**src/rtl/csmcp_pkg.sv**
```systemverilog
// csmcp_pkg: shared types and codes for the size-map configuration parser.
// Used by csmcp_parse, csmcp_emit and csi2_size_map_config_parser.
package csmcp_pkg;

    localparam int unsigned KIND_W   = 2;
    localparam int unsigned INDEX_W  = 11;
    localparam int unsigned VALUE_W  = 16;
    localparam int unsigned MAPNUM_W = 3;
    localparam int unsigned SIZE_W   = 12;
    localparam int unsigned STATUS_W = 4;
    localparam int unsigned MCOUNT_W = 4;

    // Result kinds
    localparam logic [KIND_W-1:0] KIND_ENTRY  = 2'd0;
    localparam logic [KIND_W-1:0] KIND_DESC   = 2'd1;
    localparam logic [KIND_W-1:0] KIND_STATUS = 2'd2;

    // Status codes, in check order
    localparam logic [STATUS_W-1:0] ST_OK          = 4'd0;
    localparam logic [STATUS_W-1:0] ST_SHORT_COUNT = 4'd1;
    localparam logic [STATUS_W-1:0] ST_TOO_MANY    = 4'd2;
    localparam logic [STATUS_W-1:0] ST_TRUNC_NPAR  = 4'd3;
    localparam logic [STATUS_W-1:0] ST_TRUNC_WIDTH = 4'd4;
    localparam logic [STATUS_W-1:0] ST_SIGMA_BIG   = 4'd5;
    localparam logic [STATUS_W-1:0] ST_OVERFLOW    = 4'd6;
    localparam logic [STATUS_W-1:0] ST_TRUNC_DATA  = 4'd7;
    localparam logic [STATUS_W-1:0] ST_TRAILING    = 4'd8;

    // sigma at or above this is rejected outright
    localparam logic [15:0] SIGMA_LIMIT = 16'd64;

    typedef enum logic [2:0] {
        PH_CNT_LO,
        PH_CNT_HI,
        PH_NPARAM,
        PH_WIDTHS,
        PH_ENT_LO,
        PH_ENT_HI,
        PH_DONE,
        PH_DRAIN
    } t_phase;

    typedef enum logic [1:0] {
        SQ_IDLE,
        SQ_DESC,
        SQ_STATUS
    } t_seq;

    typedef struct packed {
        logic               valid;
        logic [INDEX_W-1:0] index;
        logic [VALUE_W-1:0] value;
    } t_entry_wr;

    typedef struct packed {
        logic                valid;
        logic [STATUS_W-1:0] status;
    } t_end_ev;

    typedef struct packed {
        logic [KIND_W-1:0]   kind;
        logic [INDEX_W-1:0]  entry_index;
        logic [VALUE_W-1:0]  entry_value;
        logic [MAPNUM_W-1:0] map_number;
        logic [INDEX_W-1:0]  map_start;
        logic [SIZE_W-1:0]   map_size;
        logic [STATUS_W-1:0] status;
        logic [MCOUNT_W-1:0] map_count;
        logic                last_of_run;
    } t_result;

endpackage

```
**src/rtl/csmcp_parse.sv**
```systemverilog
// csmcp_parse: byte-level parse state, error latch and map bookkeeping.
// Produces entry writes, descriptor store writes and the end-of-payload event.
// Depends on csmcp_pkg.
module csmcp_parse #(
    parameter int unsigned MAX_MAPS    = 8,
    parameter int unsigned MAP_ENTRIES = 2048,
    parameter int unsigned CW          = $clog2(MAX_MAPS + 1),
    parameter int unsigned AW          = (MAX_MAPS > 1) ? $clog2(MAX_MAPS) : 1,
    parameter int unsigned NW          = $clog2(MAP_ENTRIES + 1)
) (
    input  logic                  i_clk,
    input  logic                  i_rst_n,
    input  logic                  i_accept,
    input  logic [7:0]            i_payload_byte,
    input  logic                  i_has_byte,
    input  logic                  i_last,
    output csmcp_pkg::t_entry_wr  o_entry_wr,
    output logic                  o_desc_we,
    output logic [AW-1:0]         o_desc_addr,
    output logic [2*NW-1:0]       o_desc_data,
    output csmcp_pkg::t_end_ev    o_end,
    output logic [CW-1:0]         o_end_total
);
    import csmcp_pkg::*;

    localparam int unsigned LOG_M = NW - 1;     // floor(log2(MAP_ENTRIES))
    localparam int unsigned SW    = $clog2(NW);
    localparam logic [NW:0] LIMIT = (NW + 1)'(MAP_ENTRIES);

    t_phase          r_phase, n_phase;
    logic [7:0]      r_cnt_lo, n_cnt_lo;
    logic [CW-1:0]   r_map_total, n_map_total;
    logic [CW-1:0]   r_maps_done, n_maps_done;
    logic [7:0]      r_params, n_params;
    logic [15:0]     r_sigma, n_sigma;
    logic [NW-1:0]   r_ent_left, n_ent_left;
    logic [7:0]      r_ent_lo, n_ent_lo;
    logic [NW-1:0]   r_next_start, n_next_start;
    logic [STATUS_W-1:0] r_err, n_err;

    logic [15:0]         cnt16;
    logic [15:0]         close_sigma;
    logic                close_big;
    logic                close_room;
    logic [NW-1:0]       close_size;
    logic [NW:0]         close_end;
    logic                do_close;
    logic [STATUS_W-1:0] byte_fail;
    logic [STATUS_W-1:0] end_code;
    logic [CW-1:0]       done_inc;

    assign cnt16       = {i_payload_byte, r_cnt_lo};
    assign close_sigma = (r_phase == PH_NPARAM) ? 16'd0 : r_sigma + 16'(i_payload_byte);
    assign close_big   = (close_sigma > 16'(LOG_M));
    assign close_size  = NW'(1) << close_sigma[SW-1:0];
    assign close_end   = {1'b0, r_next_start} + {1'b0, close_size};
    assign close_room  = !close_big && (close_end <= LIMIT);
    assign done_inc    = r_maps_done + CW'(1);

    always_comb begin
        n_phase      = r_phase;
        n_cnt_lo     = r_cnt_lo;
        n_map_total  = r_map_total;
        n_maps_done  = r_maps_done;
        n_params     = r_params;
        n_sigma      = r_sigma;
        n_ent_left   = r_ent_left;
        n_ent_lo     = r_ent_lo;
        n_next_start = r_next_start;
        n_err        = r_err;
        do_close     = 1'b0;
        byte_fail    = ST_OK;
        end_code     = ST_OK;
        o_entry_wr   = '0;
        o_desc_we    = 1'b0;
        o_desc_addr  = r_maps_done[AW-1:0];
        o_desc_data  = {close_size, r_next_start};
        o_end        = '0;
        o_end_total  = '0;

        if (i_accept && i_has_byte) begin
            unique case (r_phase)
                PH_CNT_LO: begin
                    n_cnt_lo = i_payload_byte;
                    n_phase  = PH_CNT_HI;
                end
                PH_CNT_HI: begin
                    if (cnt16 > 16'(MAX_MAPS)) begin
                        byte_fail = ST_TOO_MANY;
                    end else begin
                        n_map_total = CW'(cnt16);
                        n_maps_done = '0;
                        n_phase     = (cnt16 == 16'd0) ? PH_DONE : PH_NPARAM;
                    end
                end
                PH_NPARAM: begin
                    n_params = i_payload_byte;
                    n_sigma  = 16'd0;
                    if (i_payload_byte == 8'd0) begin
                        do_close = 1'b1;
                    end else begin
                        n_phase = PH_WIDTHS;
                    end
                end
                PH_WIDTHS: begin
                    n_sigma  = close_sigma;
                    n_params = r_params - 8'd1;
                    if (r_params == 8'd1) begin
                        do_close = 1'b1;
                    end
                end
                PH_ENT_LO: begin
                    n_ent_lo = i_payload_byte;
                    n_phase  = PH_ENT_HI;
                end
                PH_ENT_HI: begin
                    o_entry_wr.valid = 1'b1;
                    o_entry_wr.index = INDEX_W'(r_next_start);
                    o_entry_wr.value = {i_payload_byte, r_ent_lo};
                    n_next_start     = r_next_start + NW'(1);
                    n_ent_left       = r_ent_left - NW'(1);
                    if (r_ent_left <= NW'(1)) begin
                        n_maps_done = done_inc;
                        n_phase     = (done_inc >= r_map_total) ? PH_DONE : PH_NPARAM;
                    end else begin
                        n_phase = PH_ENT_LO;
                    end
                end
                PH_DONE: begin
                    byte_fail = ST_TRAILING;
                end
                PH_DRAIN: begin
                end
                default: begin
                end
            endcase

            // all widths of a map are in: check sigma and room, then accept it
            if (do_close) begin
                if (close_sigma >= SIGMA_LIMIT) begin
                    byte_fail = ST_SIGMA_BIG;
                end else if (!close_room) begin
                    byte_fail = ST_OVERFLOW;
                end else begin
                    o_desc_we  = 1'b1;
                    n_ent_left = close_size;
                    n_phase    = PH_ENT_LO;
                end
            end

            if (byte_fail != ST_OK) begin
                if (r_err == ST_OK) begin
                    n_err = byte_fail;
                end
                n_phase = PH_DRAIN;
            end
        end

        if (i_accept && i_last) begin
            end_code = n_err;
            if (n_err == ST_OK) begin
                unique case (n_phase)
                    PH_CNT_LO, PH_CNT_HI: end_code = ST_SHORT_COUNT;
                    PH_NPARAM:            end_code = ST_TRUNC_NPAR;
                    PH_WIDTHS:            end_code = ST_TRUNC_WIDTH;
                    PH_ENT_LO, PH_ENT_HI: end_code = ST_TRUNC_DATA;
                    default:              end_code = ST_OK;
                endcase
            end
            o_end.valid  = 1'b1;
            o_end.status = end_code;
            o_end_total  = n_map_total;
            // back to the reset state for the next payload
            n_phase      = PH_CNT_LO;
            n_cnt_lo     = '0;
            n_map_total  = '0;
            n_maps_done  = '0;
            n_params     = '0;
            n_sigma      = '0;
            n_ent_left   = '0;
            n_ent_lo     = '0;
            n_next_start = '0;
            n_err        = ST_OK;
        end
    end

    always_ff @(posedge i_clk) begin
        if (!i_rst_n) begin
            r_phase      <= PH_CNT_LO;
            r_cnt_lo     <= '0;
            r_map_total  <= '0;
            r_maps_done  <= '0;
            r_params     <= '0;
            r_sigma      <= '0;
            r_ent_left   <= '0;
            r_ent_lo     <= '0;
            r_next_start <= '0;
            r_err        <= ST_OK;
        end else begin
            r_phase      <= n_phase;
            r_cnt_lo     <= n_cnt_lo;
            r_map_total  <= n_map_total;
            r_maps_done  <= n_maps_done;
            r_params     <= n_params;
            r_sigma      <= n_sigma;
            r_ent_left   <= n_ent_left;
            r_ent_lo     <= n_ent_lo;
            r_next_start <= n_next_start;
            r_err        <= n_err;
        end
    end

    a_start_in_store: assert property (@(posedge i_clk) disable iff (!i_rst_n)
        ({1'b0, r_next_start} <= LIMIT))
        else $error("next store index beyond map store");

    a_done_le_total: assert property (@(posedge i_clk) disable iff (!i_rst_n)
        (r_maps_done <= r_map_total))
        else $error("more maps completed than announced");

endmodule

```
**src/rtl/csmcp_emit.sv**
```systemverilog
// csmcp_emit: descriptor store (sync RAM), end-of-payload sequencer and
// two-entry output queue. Depends on csmcp_pkg.
module csmcp_emit #(
    parameter int unsigned MAX_MAPS    = 8,
    parameter int unsigned MAP_ENTRIES = 2048,
    parameter int unsigned CW          = $clog2(MAX_MAPS + 1),
    parameter int unsigned AW          = (MAX_MAPS > 1) ? $clog2(MAX_MAPS) : 1,
    parameter int unsigned NW          = $clog2(MAP_ENTRIES + 1)
) (
    input  logic                  i_clk,
    input  logic                  i_rst_n,
    input  csmcp_pkg::t_entry_wr  i_entry_wr,
    input  logic                  i_desc_we,
    input  logic [AW-1:0]         i_desc_addr,
    input  logic [2*NW-1:0]       i_desc_data,
    input  csmcp_pkg::t_end_ev    i_end,
    input  logic [CW-1:0]         i_end_total,
    input  logic                  i_out_stall,
    output logic                  o_in_stall,
    output logic                  o_out_valid,
    output csmcp_pkg::t_result    o_result
);
    import csmcp_pkg::*;

    // descriptor store: {size, start} per map
    logic [2*NW-1:0] r_mem [MAX_MAPS];
    logic [2*NW-1:0] r_rdata;
    logic [AW-1:0]   rd_addr;

    t_seq                r_state, n_state;
    logic [CW-1:0]       r_idx, n_idx;
    logic [CW-1:0]       r_total, n_total;
    logic [STATUS_W-1:0] r_status, n_status;
    logic [CW-1:0]       idx_inc;

    t_result     r_fifo [2];
    logic        r_wp, r_rp;
    logic [1:0]  r_count;
    logic        pop, room, push, seq_push;
    t_result     push_data, seq_data;

    assign pop     = o_out_valid && !i_out_stall;
    assign room    = (r_count != 2'd2) || pop;
    assign push    = i_entry_wr.valid || seq_push;
    assign idx_inc = r_idx + CW'(1);

    always_comb begin
        n_state  = r_state;
        n_idx    = r_idx;
        n_total  = r_total;
        n_status = r_status;
        seq_push = 1'b0;
        seq_data = '0;
        rd_addr  = '0;
        unique case (r_state)
            SQ_IDLE: begin
                if (i_end.valid) begin
                    n_idx    = '0;
                    n_total  = i_end_total;
                    n_status = i_end.status;
                    n_state  = (i_end.status == ST_OK && i_end_total != '0) ?
                               SQ_DESC : SQ_STATUS;
                end
            end
            SQ_DESC: begin
                rd_addr             = r_idx[AW-1:0];
                seq_push            = room;
                seq_data.kind       = KIND_DESC;
                seq_data.map_number = MAPNUM_W'(r_idx);
                seq_data.map_start  = INDEX_W'(r_rdata[NW-1:0]);
                seq_data.map_size   = SIZE_W'(r_rdata[2*NW-1:NW]);
                if (room) begin
                    if (idx_inc == r_total) begin
                        n_state = SQ_STATUS;
                    end else begin
                        n_idx   = idx_inc;
                        rd_addr = idx_inc[AW-1:0];
                    end
                end
            end
            SQ_STATUS: begin
                seq_push             = room;
                seq_data.kind        = KIND_STATUS;
                seq_data.status      = r_status;
                seq_data.map_count   = (r_status == ST_OK) ? MCOUNT_W'(r_total) : '0;
                seq_data.last_of_run = 1'b1;
                if (room) begin
                    n_state = SQ_IDLE;
                end
            end
            default: begin
                n_state = SQ_IDLE;
            end
        endcase
    end

    always_comb begin
        push_data = seq_data;
        if (i_entry_wr.valid) begin
            push_data             = '0;
            push_data.kind        = KIND_ENTRY;
            push_data.entry_index = i_entry_wr.index;
            push_data.entry_value = i_entry_wr.value;
        end
    end

    // input is held off while the end-of-payload burst runs
    assign o_in_stall  = (r_state != SQ_IDLE) || (r_count == 2'd2);
    assign o_out_valid = (r_count != 2'd0);
    assign o_result    = r_fifo[r_rp];

    always_ff @(posedge i_clk) begin
        if (i_desc_we) begin
            r_mem[i_desc_addr] <= i_desc_data;
        end
        r_rdata <= r_mem[rd_addr];
    end

    always_ff @(posedge i_clk) begin
        if (push) begin
            r_fifo[r_wp] <= push_data;
        end
    end

    always_ff @(posedge i_clk) begin
        if (!i_rst_n) begin
            r_state  <= SQ_IDLE;
            r_idx    <= '0;
            r_total  <= '0;
            r_status <= ST_OK;
            r_wp     <= 1'b0;
            r_rp     <= 1'b0;
            r_count  <= 2'd0;
        end else begin
            r_state  <= n_state;
            r_idx    <= n_idx;
            r_total  <= n_total;
            r_status <= n_status;
            if (push) begin
                r_wp <= !r_wp;
            end
            if (pop) begin
                r_rp <= !r_rp;
            end
            r_count <= r_count + 2'(push) - 2'(pop);
        end
    end

    a_no_entry_in_burst: assert property (@(posedge i_clk) disable iff (!i_rst_n)
        (r_state != SQ_IDLE) |-> !i_entry_wr.valid)
        else $error("entry write arrived during descriptor burst");

    a_no_overflow: assert property (@(posedge i_clk) disable iff (!i_rst_n)
        push |-> ((r_count != 2'd2) || pop))
        else $error("output queue overflow");

    a_end_starts_burst: assert property (@(posedge i_clk) disable iff (!i_rst_n)
        i_end.valid |=> (r_state != SQ_IDLE))
        else $error("end of payload did not start the sequencer");

endmodule

```
**src/rtl/csi2_size_map_config_parser.sv**
```systemverilog
// csi2_size_map_config_parser: top level of the size-map configuration parser.
// Instantiates csmcp_parse and csmcp_emit; depends on csmcp_pkg.
//
// Usage
//   Input channel (i_in_valid / o_in_stall): one item per unstalled cycle, each
//   carrying an optional payload byte (i_has_byte) and an end marker (i_last). An
//   item with neither does nothing. Output channel (o_out_valid / i_out_stall):
//   entry writes, map descriptors and one final status item per payload.
//   An entry write enters the output queue in the cycle its high byte is taken.
//   One byte per cycle unless stalled; per-byte work is a small add and compare.
//   End of payload: the item with i_last stalls the input while the sequencer
//   reads the descriptor store, one map per cycle while the output queue has
//   room, then sends the status item; on error only the status item is sent.
//   Output: a two-entry queue decouples the sides, so input keeps flowing while
//   one result waits; outside the end-of-payload burst the input stalls only
//   when that queue is full.
//   Entry writes are provisional: they count only if the status is success.
//   Reset: synchronous, active low; clears parse state, sequencer and queue.
//   The descriptor store is not cleared; each map's entry is written before
//   it is read in the same payload.
module csi2_size_map_config_parser #(
    parameter int unsigned MAX_MAPS    = 8,
    parameter int unsigned MAP_ENTRIES = 2048
) (
    input  logic        i_clk,
    input  logic        i_rst_n,
    input  logic        i_in_valid,
    output logic        o_in_stall,
    input  logic [7:0]  i_payload_byte,
    input  logic        i_has_byte,
    input  logic        i_last,
    output logic        o_out_valid,
    input  logic        i_out_stall,
    output logic [1:0]  o_kind,
    output logic [10:0] o_entry_index,
    output logic [15:0] o_entry_value,
    output logic [2:0]  o_map_number,
    output logic [10:0] o_map_start,
    output logic [11:0] o_map_size,
    output logic [3:0]  o_status,
    output logic [3:0]  o_map_count,
    output logic        o_last_of_run
);
    import csmcp_pkg::*;

    localparam int unsigned CW = $clog2(MAX_MAPS + 1);
    localparam int unsigned AW = (MAX_MAPS > 1) ? $clog2(MAX_MAPS) : 1;
    localparam int unsigned NW = $clog2(MAP_ENTRIES + 1);

    logic            in_accept;
    t_entry_wr       entry_wr;
    logic            desc_we;
    logic [AW-1:0]   desc_addr;
    logic [2*NW-1:0] desc_data;
    t_end_ev         end_ev;
    logic [CW-1:0]   end_total;
    t_result         result;

    assign in_accept = i_in_valid && !o_in_stall;

    csmcp_parse #(
        .MAX_MAPS    (MAX_MAPS),
        .MAP_ENTRIES (MAP_ENTRIES),
        .CW          (CW),
        .AW          (AW),
        .NW          (NW)
    ) u_parse (
        .i_clk          (i_clk),
        .i_rst_n        (i_rst_n),
        .i_accept       (in_accept),
        .i_payload_byte (i_payload_byte),
        .i_has_byte     (i_has_byte),
        .i_last         (i_last),
        .o_entry_wr     (entry_wr),
        .o_desc_we      (desc_we),
        .o_desc_addr    (desc_addr),
        .o_desc_data    (desc_data),
        .o_end          (end_ev),
        .o_end_total    (end_total)
    );

    csmcp_emit #(
        .MAX_MAPS    (MAX_MAPS),
        .MAP_ENTRIES (MAP_ENTRIES),
        .CW          (CW),
        .AW          (AW),
        .NW          (NW)
    ) u_emit (
        .i_clk       (i_clk),
        .i_rst_n     (i_rst_n),
        .i_entry_wr  (entry_wr),
        .i_desc_we   (desc_we),
        .i_desc_addr (desc_addr),
        .i_desc_data (desc_data),
        .i_end       (end_ev),
        .i_end_total (end_total),
        .i_out_stall (i_out_stall),
        .o_in_stall  (o_in_stall),
        .o_out_valid (o_out_valid),
        .o_result    (result)
    );

    assign o_kind        = result.kind;
    assign o_entry_index = result.entry_index;
    assign o_entry_value = result.entry_value;
    assign o_map_number  = result.map_number;
    assign o_map_start   = result.map_start;
    assign o_map_size    = result.map_size;
    assign o_status      = result.status;
    assign o_map_count   = result.map_count;
    assign o_last_of_run = result.last_of_run;

endmodule
```
**config.mk**
```make
export PLATFORM = sky130hd
export DESIGN_NAME = csi2_size_map_config_parser
export DESIGN_NICKNAME = d
export VERILOG_FILES = /design/src/rtl/csmcp_pkg.sv /design/src/rtl/csmcp_parse.sv /design/src/rtl/csmcp_emit.sv /design/src/rtl/csi2_size_map_config_parser.sv
export SDC_FILE = /design/constraint.sdc
export NUM_CORES = 1
export LEC_CHECK = 0
export BUFFER_PORTS_ARGS = -buffer_cell sky130_fd_sc_hd__buf_4
export CAP_MARGIN = 20
export CORE_MARGIN = 10
export CORE_UTILIZATION = 37
export CTS_CLUSTER_DIAMETER = 80
export DETAILED_ROUTE_END_ITERATION = 8
export PLACE_DENSITY = 0.64
export SLEW_MARGIN = 25
export SYNTH_ARGS = -nofsm -noshare
export SYNTH_HDL_FRONTEND = slang
export SYNTH_SLANG_ARGS = --single-unit
```
**constraint.sdc**
```tcl
create_clock -name i_clk -period 6 [get_ports i_clk]
set_input_delay 0.3 -clock i_clk [delete_from_list [all_inputs] [get_ports i_clk]]
set_output_delay 0.3 -clock i_clk [all_outputs]
set_load 0.02 [all_outputs]
```
Yosys cells after proc, flatten, opt, wreduce, memory -nomap -nowiden:

Memories as Yosys holds them, arrays and structs flattened. A register that Yosys moved wholly into a read port is not among the register bits.
Index checks and enable logic that the tools add are counted.

* register bits: 97
* latch bits: 0
* memory bits (writable): 320
* memory bits (read-only): 0
* bits of input ports: 14
* output and inout bits: 66
* word-level logic and storage cells: 174
* memories: 2

* add/sub/neg operators: 9
* $mul: 0
* divide/modulo/power cells: 0
* $lt $le $gt $ge: 6
* equal/unequal tests: 24
* shift operators: 1
* multiplexer cells: 72
* bitwise gates (word level): 1
* reductions and logical operators: 42

Memories
* u_emit.r_mem: depth 8, bits a word 24, rd ports 1, clocked after memory_dff 1, wr ports 1, line csmcp_emit.sv:26 `logic [2*NW-1:0] r_mem [MAX_MAPS];`
* u_emit.r_fifo: depth 2, bits a word 64, rd ports 1, clocked after memory_dff 1, wr ports 1, line csmcp_emit.sv:36 `t_result r_fifo [2];`

Operators by type and width (count)
* 4-bit 2-to-1 mux: 18
* 64-bit 2-to-1 mux: 1
* 28-bit 2-to-1 mux: 2
* 12-bit 2-to-1 mux: 4
* 3-bit 2-to-1 mux: 13
* 16-bit by 4-bit greater-than comparator with 1-bit output (second input constant): 2
* 16-bit case mux with 2 select lines: 1
* 26-bit 2-to-1 mux: 1
* 4-bit case mux with 2 select lines: 3
* 16-bit by 8-bit adder with 16-bit output: 1
* 16-bit by 7-bit >= comparator with 1-bit output (second input constant): 1
* 16-bit zero test: 1
* 4-bit zero test: 4
* 16-bit 2-to-1 mux: 1
* 8-bit case mux with 2 select lines: 1
* 3-bit == test (second input constant): 5
* 3-bit case mux with 5 select lines: 1
* 1-bit 2-to-1 mux: 14
* 12-bit by 12-bit adder with 13-bit output: 1
* 13-bit by 12-bit less-or-equal comparator with 1-bit output (second input constant): 1
* 12-bit by 1-bit adder with 12-bit output (second input constant): 1
* 3-bit by 2-bit == test with 1-bit output (second input constant): 4
* 12-bit by 1-bit less-or-equal comparator with 1-bit output (second input constant): 1
* 2-bit 2-to-1 mux: 6
* 32 further kinds: 67

Logic depth before layout (Yosys ltp):

* word-level depth: 23
* gate-level depth with buffers: 20
* depth with buffers taken out: 19

Hierarchy:

From an unflattened synthesis, not the netlist that was laid out.

* cells, all modules: 1629
* area total of the unflattened synthesis: 19213.4 um2

By module, submodules not included
* csmcp_emit: instances 1, cells each 905, area each 13738.2 um2, seq. area each 10209.8 um2
* csmcp_parse: instances 1, cells each 723, area each 5461.5 um2, seq. area each 1581.5 um2
* csi2_size_map_config_parser: instances 1, cells each 1, area each 13.8 um2, seq. area each 0.0 um2

Least setup slack after synthesis:

Ideal clock, no wire load.

* kind: input-to-reg
* start: input port i_payload_byte[0]
* end: memory u_emit.r_mem[2][0] (netlist bit) (enable)
* setup time: 0.437 ns
* arrival: 5.938 ns
* required time: 5.563 ns
* path slack: -0.375 ns
* stages: 17
* buffers on the path: 1
* cells stage by stage: ha_1 > fa_1 > clkbuf_1 > nor2_1 > nor2_1 > nor2_1 > ha_1 > fa_1 > a211oi_1 > o21bai_1 > a221oi_1 > o2111ai_1 > nand4bb_1 > a21boi_4 > nand3_1 > or3_1 > nor3b_1

* longest elaborated chain between the ends: 12
* elaborated cells on any way between the ends: 19
* those cells by class: add/sub: 2; order compare: 3; shift: 1; mux: 10; reduce/logical: 3

RTL lines
* start, declared: line csi2_size_map_config_parser.sv:29 `input logic [7:0] i_payload_byte,`
* 16-bit by 8-bit adder with 16-bit output: line csmcp_parse.sv:53 `assign close_sigma = (r_phase == PH_NPARAM) ? 16'd0 : r_sigma + 16'(i_payload_byte);`
* 16-bit 2-to-1 mux: line csmcp_parse.sv:53
* 1-bit by 4-bit left shift with 12-bit output: line csmcp_parse.sv:55 `assign close_size = NW'(1) << close_sigma[SW-1:0];`
* named net desc_data[12]: line csi2_size_map_config_parser.sv:54 `logic [2*NW-1:0] desc_data;`
* 12-bit by 12-bit adder with 13-bit output: line csmcp_parse.sv:56 `assign close_end = {1'b0, r_next_start} + {1'b0, close_size};`
* 13-bit by 12-bit less-or-equal comparator with 1-bit output: line csmcp_parse.sv:57 `assign close_room = !close_big && (close_end <= LIMIT);`
* 1-bit logical AND: line csmcp_parse.sv:57
* 1-bit 2-to-1 mux: line csmcp_parse.sv:142 `end else if (!close_room) begin`
* 1-bit 2-to-1 mux: line csmcp_parse.sv:140 `if (close_sigma >= SIGMA_LIMIT) begin`
* 1-bit 2-to-1 mux: line csmcp_parse.sv:139 `if (do_close) begin`
* 1-bit 2-to-1 mux: line csmcp_parse.sv:81 `if (i_accept && i_has_byte) begin`
* 1-bit 2-to-1 mux: line csmcp_emit.sv:113 `if (i_desc_we) begin`
* 1-bit 2-to-1 mux (implied by the code): line csmcp_emit.sv:114 `r_mem[i_desc_addr] <= i_desc_data;`
* end, declared: line csmcp_emit.sv:26

The timed path passes the listed nets, and every way through them passes these cells. The select of a mux whose other input is x is not followed.

Worst setup path in the final report:

* start: register u_parse.r_sigma[0]
* end: memory u_emit.r_mem[2][20] (netlist bit) (enable)

* longest elaborated chain between the ends: 12
* elaborated cells on any way between the ends: 15
* those cells by class: add/sub: 2; order compare: 3; shift: 1; mux: 7; reduce/logical: 2

RTL lines
* start, declared: line csmcp_parse.sv:35 `logic [15:0] r_sigma, n_sigma;`
* start signal, assigned: line csmcp_parse.sv:205 `r_sigma <= n_sigma;`
* 16-bit by 8-bit adder with 16-bit output: line csmcp_parse.sv:53
* 16-bit 2-to-1 mux: line csmcp_parse.sv:53
* 1-bit by 4-bit left shift with 12-bit output: line csmcp_parse.sv:55
* named net desc_data[12]: line csi2_size_map_config_parser.sv:54
* 12-bit by 12-bit adder with 13-bit output: line csmcp_parse.sv:56
* 13-bit by 12-bit less-or-equal comparator with 1-bit output: line csmcp_parse.sv:57
* 1-bit logical AND: line csmcp_parse.sv:57
* 1-bit 2-to-1 mux: line csmcp_parse.sv:142
* 1-bit 2-to-1 mux: line csmcp_parse.sv:140
* 1-bit 2-to-1 mux: line csmcp_parse.sv:139
* 1-bit 2-to-1 mux: line csmcp_parse.sv:81
* 1-bit 2-to-1 mux: line csmcp_emit.sv:113
* 1-bit 2-to-1 mux (implied by the code): line csmcp_emit.sv:114

The timed path passes the listed nets, and every way through them passes these cells.

==> flow_metrics.py <==
metrics = {
    "outcome": {
        "status": "completed",
    },
    "route": {
        "vias": 11400,
        "routed_via_density": 5.28,
        "detail-route-antenna-nets": 0,
        "dr.pass1.iters": 5,
        "drtIter0Drc": 823,
        "drc_errors": 0,
        "wl_um": 40900,
        "routedWlPerCell_um": 18.9,
    },
    "critical_path": {
        "worst-path-buf-inv": 1,
        "cp_top_family": "simple AND/OR/NAND/NOR gates",
        "rr_worst_depth": 18,
        "required_ns": 6.25,
        "crit_path_max_incr_delay_ns": 0.58,
        "crit_type": "reg -> reg",
        "r2r-start": "u_parse.r_sigma[0]",
        "crit_path_end_kind": "register",
        "crit_chain": "ha_1, fa_1, xor2_1, nand2_1, nand2_1, nor2_1, ha_1, fa_1, a211oi_1, o21bai_1, a221oi_1, o2111ai_1, nand4bb_1, a21boi_4, nand3_1, or3_1, nor3b_4, buf_12",
        "rrSetupSlack_ns": 0.46,
        "cp_data_arrival_time_ns": 5.78,
        "path_max_fanout": 23,
        "startpoint_type": "register",
        "slowest_stage": "or3_1",
        "r2r_end": "u_emit.r_mem[2][20]",
    },
    "cts": {
        "cts-root-buf": "clkbuf_16",
        "clock_path_buffers": 3,
        "h-tree-depth": 2,
        "path_clk_slew_ns": 0.06,
        "cts_buffers": 43,
        "clk_latency_ns": 0.55,
        "clock_sinks": 431,
        "cts_setup_buffers": 0,
        "cts-resized-gates": 0,
        "postCtsHoldBufs": 0,
        "cts_tree": "built",
    },
    "floorplan": {
        "die_h_um": 245,
        "rows": 82,
        "fp.dieW_um": 245,
        "ioPinCount": 80,
        "core_area_um2": 50100,
        "dieArea_um2": 60000,
        "initial_core_util_pct": 37.4,
    },
    "min_path": {
        "min_to": "u_emit.r_count[0]",
        "hp-class": "in -> reg",
        "hold_start": "i_rst_n",
        "holdPathStages": 2,
    },
    "synthesis": {
        "yosysTopAreaCell": "edfxtp_1",
        "ys.warnings.count": 0,
        "synth-edff-count": 310,
        "syn_area_um2": 18700,
        "synth_cell_types": 85,
        "synth_ff_type": "edfxtp_1",
        "synthTopCellsByArea": "edfxtp_1 (50%), dfxtp_1 (13%), mux4_2 (5.5%)",
        "synth.yosys.seq_area_share_pct": 62.7,
        "ys_ff_latch": 431,
        "synthXorXnorAreaFrac_pct": 1.73,
        "synthArstFlopShare_pct": 0,
        "synth_compound_area_share_pct": 7.47,
        "synthAdderAreaFrac_pct": 2.62,
        "netlist_instances": 1361,
        "synth_mux_area_share_pct": 12.2,
        "avgSynthCellArea_um2": 13.7,
        "synth_top_family_by_area": "multiplexers",
        "synth_fp_nets": 1413,
        "synth_top_area_share_pct": 49.7,
        "synth-simple-area-share_pct": 11.2,
    },
    "sta": {
        "setup-tns-final_ns": 0,
        "clock.fmax_mhz": 181,
        "slew_headroom_pct": 32.1,
        "final.min_clock_period_ns": 5.54,
        "slew_viol_final": 0,
        "finalCritPeriodShare_pct": 92.3,
        "hold_viol": 0,
        "fin_skew_ns": 0.0158,
        "worstMarginPinSlew_ns": 1.02,
        "setup_ws_ns": 0.464,
        "setup-violations-final": 0,
        "rsz0062_at_grt": "no",
    },
    "placement": {
        "dp_cells": 2082,
        "io_buffer_count": 79,
        "dp_hpwl_um": 26900,
        "pre_cts_ws_ns": 0.328,
        "gp_congestion": 0.881,
    },
    "final_layout": {
        "diodes": 0,
        "drive_gt1_share_pct": 24.2,
        "nets": 1507,
        "fin_cells": 2161,
        "area_growth_pct": 15.8,
        "utilization_pct": 43.3,
    },
    "global_routing": {
        "grt_pass1_vias": 11300,
        "gr-total-overflow": 0,
        "grt_pass1_wl_um": 64700,
        "grt_max_degree": 49,
        "antenna_found_initial": 0,
        "grtUsageTotal_pct": 13.4,
    },
    "power_and_ir_drop": {
        "worst_ir_drop_vdd_uv": 173,
        "powerDensity_nw_per_um2": 341,
        "p_total_mw": 7.39,
        "p_leak_nw": 7.92,
    },
    "flow_run": {
        "cap_violations": 0,
    },
}
-- worst max path at each step --
stage                     cells after the start                  end                from
after floorplan                              17   u_emit.r_mem[3][0]   i_payload_byte[0]
after global placement                       19   u_emit.r_mem[2][0]   i_payload_byte[0]
after detailed placement                     19   u_emit.r_mem[2][4]   i_payload_byte[0]
after CTS                                    18  u_emit.r_mem[2][20]  u_parse.r_sigma[0]
after global routing                         18  u_emit.r_mem[2][17]  u_parse.r_sigma[0]
final                                        18  u_emit.r_mem[2][20]  u_parse.r_sigma[0]
-- power breakdown --
group,total [mW],switching [mW],internal [mW]
clock network,2.63,1.10,1.53
registers,3.43,0.0718,3.36
logic,1.33,0.789,0.540
-- layout by cell type, fill, tap and decap left out, types with 16 or more instances in the layout --
cell	synthesis	routed
a21oi_1	53	53
and3_1	74	74
buf_4	1	110
clkbuf_16	0	45
dfxtp_1	121	120
edfxtp_1	310	310
ha_1	36	35
inv_1	17	17
mux2_2	87	87
mux2i_1	26	26
mux4_2	46	46
nand2_1	65	64
nand3_1	24	24
nor2_1	127	124
nor3_1	25	24
o21ai_0	31	31
o21ai_1	16	16
xor2_1	24	24
-- layout make-up --
class / instances / area [µm²]
Clock buffer: 60 / 1230
Timing Repair Buffer: 117 / 961
Clock inverter: 19 / 170
Multi-Input combinational cell: 845 / 6670
Fill cell: 4561 / 28400
Sequential cell: 431 / 11700
Inverter: 17 / 63.8
Tap cell: 672 / 841
-- flip-flops by register name (all words and copies together) (netlist names), 12 cells and up, named ones only --
register	cells
u_emit.r_mem	184
u_emit.r_fifo	126
u_emit.r_rdata	23
u_parse.r_sigma	16
u_parse.r_ent_left	12
u_parse.r_next_start	12
-- cells in the mapped netlist (6+ instances only) --
cell and number:
nor2_1 127, buf_1 9, and2_1 11, nor3b_1 6
nand3_1 24, nor4_1 6, or3_1 9, inv_1 17
nand2_1 65, buf_2 9, a22oi_1 11, mux2_2 87
or2_2 6, nor2b_1 6, nor3_1 25, a21o_1 6
mux2i_1 26, xnor2_1 13, a21oi_1 53, dfxtp_1 121
o21ai_0 31, a31oi_1 13, nand4_1 11, o21ai_1 16
ha_1 36, a211oi_1 13, xor2_1 24, clkbuf_1 42
nand2b_1 8, and3_1 74, o211ai_1 8, edfxtp_1 310
mux4_2 46
-- stage by stage --
step                      cell area (µm²)  hold WS [ns]
after detailed placement            20300         0.469
after global placement              20200         0.454
after floorplan                     18700         0.435
after CTS                           21700        0.0214
final                               21700        0.0419
after global routing                21700        0.0460
-- routing by layer --
| metal | up-vias | wire length, µm | GRT usage [%] |
|---|---|---|---|
| li1 | 5401 | - | - |
| met1 | 5693 | 18500 | 17.9 |
| met2 | 252 | 19600 | 22.3 |
| met3 | 56 | 1970 | 2.01 |
| met4 | 0 | 842 | 3.69 |
| met5 | - | 0 | 0 |
-- kinds of logic (layout without fill, tap and decap cells) --
logic type | Yosys count | count (layout)
mux | 159 | 159
compound gates | 205 | 205
buf+inv | 85 | 213
flops | 431 | 431
fa+ha+maj | 38 | 38
simple gates | 406 | 406
xor+xnor | 37 | 37
Power figures use the tool's default switching activity.
